**src/sv/thermistor_table_interpolator_unit_assert.svh**
```systemverilog
// Assertion macros for the thermistor table interpolator.
// Included by the modules that carry concurrent assertions; no other dependencies.
`ifndef THERMISTOR_TABLE_INTERPOLATOR_UNIT_ASSERT_SVH
`define THERMISTOR_TABLE_INTERPOLATOR_UNIT_ASSERT_SVH

`ifndef SYNTHESIS
`define TTIU_ASSERT(lbl, clk, rst_n, prop) \
    lbl: assert property (@(posedge clk) disable iff (!rst_n) prop) \
        else $error("ttiu assertion failed");
`define TTIU_ASSERT_ALWAYS(lbl, clk, prop) \
    lbl: assert property (@(posedge clk) prop) \
        else $error("ttiu assertion failed");
`else
`define TTIU_ASSERT(lbl, clk, rst_n, prop)
`define TTIU_ASSERT_ALWAYS(lbl, clk, prop)
`endif

`endif

```
**src/sv/ttiu_pkg.sv**
```systemverilog
// Package for the thermistor table interpolator: sizes, codes and the table entry type.
// No dependencies.
package ttiu_pkg;

    localparam int TABLE_DEPTH = 32;
    localparam int SAMPLE_BITS = 12;
    localparam int TEMP_BITS   = 16;
    localparam int INDEX_BITS  = 5;
    localparam int CFG_BITS    = 6;
    localparam int REGION_BITS = 2;
    localparam int IDX_BITS    = $clog2(TABLE_DEPTH);
    localparam int PROD_BITS   = SAMPLE_BITS + TEMP_BITS;

    localparam logic [CFG_BITS-1:0] ENTRY_COUNT_RESET = CFG_BITS'(2);

    localparam logic CMD_WRITE   = 1'b0;
    localparam logic CMD_CONVERT = 1'b1;

    localparam logic [REGION_BITS-1:0] REGION_INTERP = 2'd0;
    localparam logic [REGION_BITS-1:0] REGION_BELOW  = 2'd1;
    localparam logic [REGION_BITS-1:0] REGION_BEYOND = 2'd2;

    typedef struct packed {
        logic [SAMPLE_BITS-1:0]      raw;
        logic signed [TEMP_BITS-1:0] temp;
    } t_entry;

endpackage

```
**src/sv/ttiu_table_ram.sv**
```systemverilog
// Table memory holding the (raw, temperature) pairs, one write and one registered read port.
// Depends on ttiu_pkg.
module ttiu_table_ram (
    input  logic                           i_clk,
    input  logic                           i_we,
    input  logic [ttiu_pkg::IDX_BITS-1:0]  i_waddr,
    input  ttiu_pkg::t_entry               i_wdata,
    input  logic                           i_re,
    input  logic [ttiu_pkg::IDX_BITS-1:0]  i_raddr,
    output ttiu_pkg::t_entry               o_rdata
);
    import ttiu_pkg::*;

    t_entry r_mem [TABLE_DEPTH];
    t_entry r_rdata;

    always_ff @(posedge i_clk) begin
        if (i_we) begin
            r_mem[i_waddr] <= i_wdata;
        end
    end

    always_ff @(posedge i_clk) begin
        if (i_re) begin
            r_rdata <= r_mem[i_raddr];
        end
    end

    assign o_rdata = r_rdata;

endmodule

```
**src/sv/ttiu_divider.sv**
```systemverilog
// Restoring serial divider, one quotient bit per cycle, for the interpolation step.
// Depends on ttiu_pkg and the assertion macro header.
`include "thermistor_table_interpolator_unit_assert.svh"

module ttiu_divider (
    input  logic                            i_clk,
    input  logic                            i_rst_n,
    input  logic                            i_start,
    input  logic [ttiu_pkg::PROD_BITS-1:0]  i_dividend,
    input  logic [ttiu_pkg::SAMPLE_BITS-1:0] i_divisor,
    output logic                            o_done,
    output logic [ttiu_pkg::PROD_BITS-1:0]  o_quotient
);
    import ttiu_pkg::*;

    localparam int CNT_BITS = $clog2(PROD_BITS + 1);

    logic                   r_busy, n_busy;
    logic                   r_done, n_done;
    logic [CNT_BITS-1:0]    r_cnt, n_cnt;
    logic [PROD_BITS-1:0]   r_quo, n_quo;
    logic [SAMPLE_BITS-1:0] r_rem, n_rem;
    logic [SAMPLE_BITS-1:0] r_divisor, n_divisor;
    logic [SAMPLE_BITS:0]   trial;
    logic [SAMPLE_BITS:0]   diff;
    logic                   fits;

    always_comb begin
        trial = {r_rem, r_quo[PROD_BITS-1]};
        diff  = trial - {1'b0, r_divisor};
        fits  = (trial >= {1'b0, r_divisor});
    end

    always_comb begin
        n_busy    = r_busy;
        n_done    = 1'b0;
        n_cnt     = r_cnt;
        n_quo     = r_quo;
        n_rem     = r_rem;
        n_divisor = r_divisor;
        if (i_start) begin
            n_busy    = 1'b1;
            n_cnt     = CNT_BITS'(PROD_BITS);
            n_quo     = i_dividend;
            n_rem     = '0;
            n_divisor = i_divisor;
        end else if (r_busy) begin
            n_quo = {r_quo[PROD_BITS-2:0], fits};
            n_rem = fits ? diff[SAMPLE_BITS-1:0] : trial[SAMPLE_BITS-1:0];
            n_cnt = r_cnt - 1'b1;
            if (r_cnt == CNT_BITS'(1)) begin
                n_busy = 1'b0;
                n_done = 1'b1;
            end
        end
    end

    always_ff @(posedge i_clk) begin
        if (!i_rst_n) begin
            r_busy <= 1'b0;
            r_done <= 1'b0;
        end else begin
            r_busy <= n_busy;
            r_done <= n_done;
        end
    end

    always_ff @(posedge i_clk) begin
        r_cnt     <= n_cnt;
        r_quo     <= n_quo;
        r_rem     <= n_rem;
        r_divisor <= n_divisor;
    end

    assign o_done     = r_done;
    assign o_quotient = r_quo;

    `TTIU_ASSERT(a_div_start_when_free, i_clk, i_rst_n, i_start |-> !r_busy && !r_done)
    `TTIU_ASSERT(a_div_divisor_nonzero, i_clk, i_rst_n, i_start |-> i_divisor != '0)
    `TTIU_ASSERT(a_div_done_single, i_clk, i_rst_n, r_done |=> !r_done)

endmodule

```
**src/sv/thermistor_table_interpolator_unit.sv**
```systemverilog
// Top level of the thermistor table interpolator: sequencer, table walk and output register.
// Depends on ttiu_pkg, ttiu_table_ram, ttiu_divider and the assertion macro header.
//
//  Channel  Direction  Handshake                   Payload
//  in       input      i_in_valid / o_in_stall     i_cmd, i_entry_index, i_entry_raw,
//                                                  i_entry_temp, i_sample
//  out      output     o_out_valid / i_out_stall   o_temperature, o_region
//  cfg      input      i_cfg_we                    i_cfg_wdata (entry_count)
//
// A write transaction goes straight to the table memory. A convert transaction reads the
// table from entry 0 until the sample is placed; a sample outside the table ends without a
// division. The table memory is read one entry per cycle, and an interpolated sample then
// goes through the divider, which produces one quotient bit per cycle.
// Reset is synchronous; the table contents are undefined until written and are not cleared.
// The next transaction is accepted while a finished result waits in the output register;
// a result stalled on the output holds the sequencer in its final state.
`include "thermistor_table_interpolator_unit_assert.svh"

module thermistor_table_interpolator_unit (
    input  logic                                     i_clk,
    input  logic                                     i_rst_n,
    input  logic                                     i_cfg_we,
    input  logic [ttiu_pkg::CFG_BITS-1:0]            i_cfg_wdata,
    input  logic                                     i_in_valid,
    output logic                                     o_in_stall,
    input  logic                                     i_cmd,
    input  logic [ttiu_pkg::INDEX_BITS-1:0]          i_entry_index,
    input  logic [ttiu_pkg::SAMPLE_BITS-1:0]         i_entry_raw,
    input  logic signed [ttiu_pkg::TEMP_BITS-1:0]    i_entry_temp,
    input  logic [ttiu_pkg::SAMPLE_BITS-1:0]         i_sample,
    output logic                                     o_out_valid,
    input  logic                                     i_out_stall,
    output logic signed [ttiu_pkg::TEMP_BITS-1:0]    o_temperature,
    output logic [ttiu_pkg::REGION_BITS-1:0]         o_region
);
    import ttiu_pkg::*;

    localparam logic [2:0] S_IDLE = 3'd0;
    localparam logic [2:0] S_RD0  = 3'd1;
    localparam logic [2:0] S_WALK = 3'd2;
    localparam logic [2:0] S_MUL  = 3'd3;
    localparam logic [2:0] S_DIV  = 3'd4;
    localparam logic [2:0] S_FIN  = 3'd5;

    localparam int SUM_BITS = TEMP_BITS + 2;

    logic [2:0]                   r_state, n_state;
    logic [CFG_BITS-1:0]          r_entry_count, n_entry_count;
    logic [SAMPLE_BITS-1:0]       r_sample, n_sample;
    logic [IDX_BITS-1:0]          r_last, n_last;
    logic [IDX_BITS-1:0]          r_k, n_k;
    logic [SAMPLE_BITS-1:0]       r_old_raw, n_old_raw;
    logic signed [TEMP_BITS-1:0]  r_old_temp, n_old_temp;
    logic [SAMPLE_BITS-1:0]       r_dsamp, n_dsamp;
    logic [TEMP_BITS-1:0]         r_dtemp_mag, n_dtemp_mag;
    logic                         r_neg, n_neg;
    logic [SAMPLE_BITS-1:0]       r_divisor, n_divisor;
    logic signed [TEMP_BITS-1:0]  r_res_temp, n_res_temp;
    logic [REGION_BITS-1:0]       r_res_region, n_res_region;
    logic                         r_out_valid, n_out_valid;
    logic signed [TEMP_BITS-1:0]  r_out_temp, n_out_temp;
    logic [REGION_BITS-1:0]       r_out_region, n_out_region;

    logic                         in_accept;
    logic [IDX_BITS-1:0]          last_clamp;
    logic                         ram_we;
    logic [IDX_BITS-1:0]          ram_waddr;
    t_entry                       ram_wdata;
    logic                         ram_re;
    logic [IDX_BITS-1:0]          ram_raddr;
    t_entry                       rd;
    logic [TEMP_BITS:0]           dtemp;
    logic                         div_start;
    logic [PROD_BITS-1:0]         div_dividend;
    logic                         div_done;
    logic [PROD_BITS-1:0]         div_quotient;
    logic [SUM_BITS-1:0]          q_ext;
    logic [SUM_BITS-1:0]          q_signed;
    logic [SUM_BITS-1:0]          interp_sum;
    logic                         out_load;

    assign o_in_stall = !i_rst_n || (r_state != S_IDLE);
    assign in_accept  = i_in_valid && !o_in_stall;

    always_comb begin
        if (r_entry_count == '0) begin
            last_clamp = '0;
        end else if (32'(r_entry_count) > TABLE_DEPTH) begin
            last_clamp = IDX_BITS'(TABLE_DEPTH - 1);
        end else begin
            last_clamp = IDX_BITS'(r_entry_count - 1'b1);
        end
    end

    assign ram_we         = in_accept && (i_cmd == CMD_WRITE)
                            && (32'(i_entry_index) < TABLE_DEPTH);
    assign ram_waddr      = IDX_BITS'(i_entry_index);
    assign ram_wdata.raw  = i_entry_raw;
    assign ram_wdata.temp = i_entry_temp;

    ttiu_table_ram u_table_ram (
        .i_clk   (i_clk),
        .i_we    (ram_we),
        .i_waddr (ram_waddr),
        .i_wdata (ram_wdata),
        .i_re    (ram_re),
        .i_raddr (ram_raddr),
        .o_rdata (rd)
    );

    assign div_start    = (r_state == S_MUL);
    assign div_dividend = PROD_BITS'(r_dsamp) * PROD_BITS'(r_dtemp_mag);

    ttiu_divider u_divider (
        .i_clk      (i_clk),
        .i_rst_n    (i_rst_n),
        .i_start    (div_start),
        .i_dividend (div_dividend),
        .i_divisor  (r_divisor),
        .o_done     (div_done),
        .o_quotient (div_quotient)
    );

    always_comb begin
        dtemp      = {rd.temp[TEMP_BITS-1], rd.temp} - {r_old_temp[TEMP_BITS-1], r_old_temp};
        q_ext      = {2'b00, div_quotient[TEMP_BITS-1:0]};
        q_signed   = r_neg ? (SUM_BITS'(0) - q_ext) : q_ext;
        interp_sum = {{2{r_old_temp[TEMP_BITS-1]}}, r_old_temp} + q_signed;
    end

    always_comb begin
        n_state       = r_state;
        n_entry_count = r_entry_count;
        n_sample      = r_sample;
        n_last        = r_last;
        n_k           = r_k;
        n_old_raw     = r_old_raw;
        n_old_temp    = r_old_temp;
        n_dsamp       = r_dsamp;
        n_dtemp_mag   = r_dtemp_mag;
        n_neg         = r_neg;
        n_divisor     = r_divisor;
        n_res_temp    = r_res_temp;
        n_res_region  = r_res_region;
        ram_re        = 1'b0;
        ram_raddr     = '0;

        if (i_cfg_we) begin
            n_entry_count = i_cfg_wdata;
        end

        unique case (r_state)
            S_IDLE: begin
                if (in_accept && (i_cmd == CMD_CONVERT)) begin
                    n_sample  = i_sample;
                    n_last    = last_clamp;
                    ram_re    = 1'b1;
                    ram_raddr = '0;
                    n_state   = S_RD0;
                end
            end
            S_RD0: begin
                n_old_raw  = rd.raw;
                n_old_temp = rd.temp;
                n_res_temp = rd.temp;
                if (rd.raw > r_sample) begin
                    n_res_region = REGION_BELOW;
                    n_state      = S_FIN;
                end else if (r_last == '0) begin
                    n_res_region = REGION_BEYOND;
                    n_state      = S_FIN;
                end else begin
                    n_k       = IDX_BITS'(1);
                    ram_re    = 1'b1;
                    ram_raddr = IDX_BITS'(1);
                    n_state   = S_WALK;
                end
            end
            S_WALK: begin
                if (rd.raw > r_sample) begin
                    n_dsamp     = r_sample - r_old_raw;
                    n_divisor   = rd.raw - r_old_raw;
                    n_neg       = dtemp[TEMP_BITS];
                    n_dtemp_mag = dtemp[TEMP_BITS] ? TEMP_BITS'(-dtemp) : dtemp[TEMP_BITS-1:0];
                    n_state     = S_MUL;
                end else if (r_k == r_last) begin
                    n_res_temp   = rd.temp;
                    n_res_region = REGION_BEYOND;
                    n_state      = S_FIN;
                end else begin
                    n_old_raw  = rd.raw;
                    n_old_temp = rd.temp;
                    n_k        = r_k + 1'b1;
                    ram_re     = 1'b1;
                    ram_raddr  = r_k + 1'b1;
                end
            end
            S_MUL: begin
                n_state = S_DIV;
            end
            S_DIV: begin
                if (div_done) begin
                    n_res_temp   = interp_sum[TEMP_BITS-1:0];
                    n_res_region = REGION_INTERP;
                    n_state      = S_FIN;
                end
            end
            S_FIN: begin
                if (out_load) begin
                    n_state = S_IDLE;
                end
            end
            default: begin
                n_state = S_IDLE;
            end
        endcase
    end

    assign out_load = (r_state == S_FIN) && (!r_out_valid || !i_out_stall);

    always_comb begin
        n_out_valid  = r_out_valid;
        n_out_temp   = r_out_temp;
        n_out_region = r_out_region;
        if (r_out_valid && !i_out_stall) begin
            n_out_valid = 1'b0;
        end
        if (out_load) begin
            n_out_valid  = 1'b1;
            n_out_temp   = r_res_temp;
            n_out_region = r_res_region;
        end
    end

    always_ff @(posedge i_clk) begin
        if (!i_rst_n) begin
            r_state       <= S_IDLE;
            r_entry_count <= ENTRY_COUNT_RESET;
            r_out_valid   <= 1'b0;
        end else begin
            r_state       <= n_state;
            r_entry_count <= n_entry_count;
            r_out_valid   <= n_out_valid;
        end
    end

    always_ff @(posedge i_clk) begin
        r_sample     <= n_sample;
        r_last       <= n_last;
        r_k          <= n_k;
        r_old_raw    <= n_old_raw;
        r_old_temp   <= n_old_temp;
        r_dsamp      <= n_dsamp;
        r_dtemp_mag  <= n_dtemp_mag;
        r_neg        <= n_neg;
        r_divisor    <= n_divisor;
        r_res_temp   <= n_res_temp;
        r_res_region <= n_res_region;
        r_out_temp   <= n_out_temp;
        r_out_region <= n_out_region;
    end

    assign o_out_valid   = r_out_valid;
    assign o_temperature = r_out_temp;
    assign o_region      = r_out_region;

    `TTIU_ASSERT(a_walk_in_bounds, i_clk, i_rst_n, r_state == S_WALK |-> r_k != '0 && r_k <= r_last)
    `TTIU_ASSERT(a_table_write_idle, i_clk, i_rst_n, ram_we |-> r_state == S_IDLE && !ram_re)
    `TTIU_ASSERT(a_div_done_in_div, i_clk, i_rst_n, div_done |-> r_state == S_DIV)
    `TTIU_ASSERT(a_convert_starts_walk, i_clk, i_rst_n, in_accept && i_cmd == CMD_CONVERT |=> r_state == S_RD0)

endmodule
```
**config.mk**
```make
export PLATFORM = sky130hd
export DESIGN_NAME = thermistor_table_interpolator_unit
export DESIGN_NICKNAME = d
export VERILOG_FILES = /design/src/sv/ttiu_pkg.sv /design/src/sv/ttiu_table_ram.sv /design/src/sv/ttiu_divider.sv /design/src/sv/thermistor_table_interpolator_unit.sv
export VERILOG_INCLUDE_DIRS = /design/src /design/src/sv
export SDC_FILE = /design/constraint.sdc
export NUM_CORES = 2
export LEC_CHECK = 0
export ABC_AREA = 0
export ABC_CLOCK_PERIOD_IN_PS = 7160
export CORE_MARGIN = 1.5
export CORE_UTILIZATION = 30
export DETAILED_ROUTE_END_ITERATION = 10
export DONT_BUFFER_PORTS = 1
export PLACE_DENSITY = 0.41
export SLEW_MARGIN = 25
export SYNTH_ARGS = -nofsm -noshare
export SYNTH_HDL_FRONTEND = slang
export SYNTH_SLANG_ARGS = --single-unit
```
**constraint.sdc**
```tcl
create_clock -name i_clk -period 7.16 [get_ports i_clk]
set_clock_uncertainty 0.1 [all_clocks]
set_input_delay 0 -clock i_clk [delete_from_list [all_inputs] [get_ports i_clk]]
set_output_delay 0 -clock i_clk [all_outputs]
set_load 0.03 [all_outputs]
```
==> metrics.txt <==
mean post-synth cell area 12.56 sq um; port bufs 0; area leader, netlist edfxtp_1; number of I/O pins 77; WL per Instance 24.12 microns; clk slew on worst S/H paths 0.06 ns; CP max stage cell edfxtp_1; number of global-route vias before repair 32.95k; FF-to-FF End u_divider.o_quotient[26]; CTS root buffer clkbuf_16; DP Wirelength 104,000 microns; drt total wl 164,000 microns; most common cell after layout, fill and taps aside edfxtp_1; core area roughly 170,000 sq um; max incr delay on CP 0.76 ns; Cells after Synth 4,200; post_cts resized 0; worst rel slew slack 24.60%; Placed Instances around 6.4k; min cycle time layout 6.290 ns; vias per cell ~4.8; worst setup margin 0.8698 ns; R2R setup slack 0.87 ns; Starting Density a little under a third; Die Wd 422.3 microns; PwrDens 510.3 nW/um^2; RSZ-0062 raised after global routing false; Main synth FF type edfxtp_1; post-synthesis xor/xnor area fraction 1.577%; Final nets 4,720; clk_lat worst skew 0.77 ns; initial antenna violation count 14; register area share after synthesis ~63%; CP dominant cell by count fa_1; post-synthesis adder-cell area fraction 9.074%; Final Hold Fails 0; leakage 22.01 nW; Max Cap Viol 0; largest family of logic cells by synthesized area simple AND/OR/NAND/NOR gates; mux share of post-synthesis cell area under 10%; share of cells above drive strength 1 between 8 and 9%; Iteration-0 DRC Markers roughly 2.1k; Async SR Flop Fraction 0%; r2r startpoint r_dsamp[4]; wire length of the first global-routing pass 237,700 microns; Crit Path Class register to register; Worst setup SP type register; max frequency 159.0 MHz; outcome completed; DRC violations left 0; vias approximately 33k; Syn Nets roughly 4.6k; Compound-Gate Fraction of Synth Area 5.970%; Finished Layout Cells 6,799; CP startpoint r_dsamp[4]; die height 422.3 microns; FP Rows about 150; commonest cells after routing, fill and taps aside 1,091 x edfxtp_1, 813 x nand2_1, 285 x inv_1; top-area cell type share of the netlist area 62.10%; Crit. End Element register; grt ovf 0; worst r2r path cells 19; CTS Buffer Depth 3; worst vdd ir 0.5884 mV; Worst Setup EP u_divider.o_quotient[26]; slew of the pin with the lowest slew margin 1.116 ns; largest net degree at the start of global routing 81; Total Neg Setup Slack 0 ns; H-tree levels 4; worst-path maximum fanout 16; clock sinks roughly 1.1k; Tot GR Track Use between 10% and 20%; CP arrival 6.69 ns; first drt pass iteration count 5; period utilisation layout 87.85%; final core occ about a third; HP Class input pin to register; Setup WS pre-CTS 0.8634 ns; RePlAce Congestion 0.7814; Layout area overhead 16.39%; CP required 7.56 ns; # setup viols final 0; Max Slew Vio Count 0; die area 178,400 sq um; library cells used by synthesis 81; cts bufs inserted 134; Yosys warnings 0; register bit total from synthesis roughly 1.1k; EDFF count, synth 1,091; Post-DRT Antenna Nets 0; crit path cell chain nand2_1 > fa_1 > fa_1 > fa_1 > inv_1 > fa_1 > inv_1 > fa_1 > inv_1 > ha_1 > o21ai_0 > nand2b_1 > nand2_1 > a21oi_1 > o2111ai_1 > a21o_1 > a311oi_1 > nor3_1 > or3_1; Synth area leaders edfxtp_1 62%, nand2_1 5.8%, fa_1 5.5%; CTS tree yes; Synth Area in Simple Gates between 10% and 20%; Syn Std Cell Area 52,760 sq um
==> cell type report <==
class / instances / area (sq um)
Antenna cell: 4 / 10.01
Sequential cell: 1120 / 33340
Fill cell: 17180 / 112800
Timing Repair Buffer: 212 / 2019
Inverter: 286 / 1074
Clock buffer: 167 / 3583
Tap cell: 2325 / 2909
Clock inverter: 70 / 570.5
Multi-Input combinational cell: 2615 / 17890
==> worst max-delay path, delay by kind of cell, from the launching register on <==
| kind | cells | cell delay (ns) |
|---|---|---|
| compound gates | 5 | 1.41 |
| buf+inv | 3 | 0.14 |
| flops | 1 | 0.76 |
| fa+ha+maj | 6 | 2.85 |
| simple gates | 5 | 0.77 |
==> state kept, by name, indices dropped and copies added, names as in the netlist, 2 cells and up <==
register / cells
r_old_temp: 16
r_sample: 12
u_divider.o_quotient: 28
r_dsamp: 12
r_k: 5
r_state: 3
u_divider.r_divisor: 12
r_res_temp: 16
u_table_ram.r_mem: 896
r_last: 5
u_divider.r_cnt: 5
u_divider.r_rem: 12
r_res_region: 2
r_entry_count: 6
u_table_ram.o_rdata: 28
r_divisor: 12
r_dtemp_mag: 16
o_temperature: 16
r_old_raw: 12
o_region: 2
==> worst min-delay path by stage <==
stage	startpoint	endpoint	cells after the start
detailed placement	i_sample[10]	r_sample[10]	0
CTS	i_entry_temp[3]	u_table_ram.r_mem[5][3]	2
finish	i_entry_temp[3]	u_table_ram.r_mem[5][3]	2
global placement	i_sample[11]	r_sample[11]	0
global route	i_entry_temp[3]	u_table_ram.r_mem[5][3]	2
floorplan	i_sample[0]	r_sample[0]	0
==> logic make-up after synthesis <==
| group | Yosys count |
|---|---|
| XOR/XNOR | 95 |
| adder cells (fa/ha/maj) | 296 |
| buffers and inverters | 465 |
| multiplexers | 137 |
| AND/OR/NAND/NOR | 1637 |
| AO/OA/AOI/OAI | 450 |
| flip-flops | 1120 |
==> layer usage <==
layer	GRT usage [%]	wire length (microns)	up-vias
li1	-	-	15350
met1	23.60	71020	16650
met2	32.12	83330	617
met3	2.455	5510	221
met4	5.252	4077	4
met5	0	23	-
==> cell usage after synthesis (all sizes together) (6+ instances only) <==
library cell / instances
a211oi: 9
a21boi: 17
a21o: 20
a21oi: 78
a22oi: 25
a2bb2oi: 6
a31oi: 7
a32o: 6
a32oi: 30
and2: 78
and3: 39
buf: 86
clkbuf: 93
dfxtp: 29
edfxtp: 1091
fa: 145
ha: 149
inv: 285
mux2: 10
mux2i: 127
nand2: 814
nand2b: 11
nand3: 237
nand3b: 10
nand4: 40
nor2: 281
nor2b: 20
nor3: 34
nor4: 13
nor4b: 10
nor4bb: 10
o2111a: 13
o2111ai: 37
o211ai: 18
o21a: 13
o21ai: 112
o31ai: 19
or3: 13
or4: 9
xnor2: 73
xor2: 22
==> per-stage QoR <==
stage	hold slack (ns)	total power [W]	instance area [sq um]
after CTS	0.00005651	0.03185	61290
after global placement	-0.001070	0.02497	55980
after detailed placement	-0.001072	0.02493	56100
after floorplan	-0.001131	0.02015	52760
after global routing	0.02714	0.03416	61400
final	0.06336	0.03133	61400
==> repair_timing <==
action | 4_1_cts | 5_1_grt
hold buffers | 95 | 19
setup buffers | 0 | 0
hold endpoints to repair | 1248 | 608
endpoints found under the setup margin | 0 | 0
==> power by group <==
| part | switching (W) | total (W) | leakage (nW) | internal [W] |
|---|---|---|---|---|
| combinational | 0.0100 | 0.0164 | 9.92 | 0.00637 |
| clock | 0.00276 | 0.00655 | 2.02 | 0.00380 |
| sequential | 0.000468 | 0.00841 | 10.1 | 0.00794 |
Power figures use the tool's default switching activity.
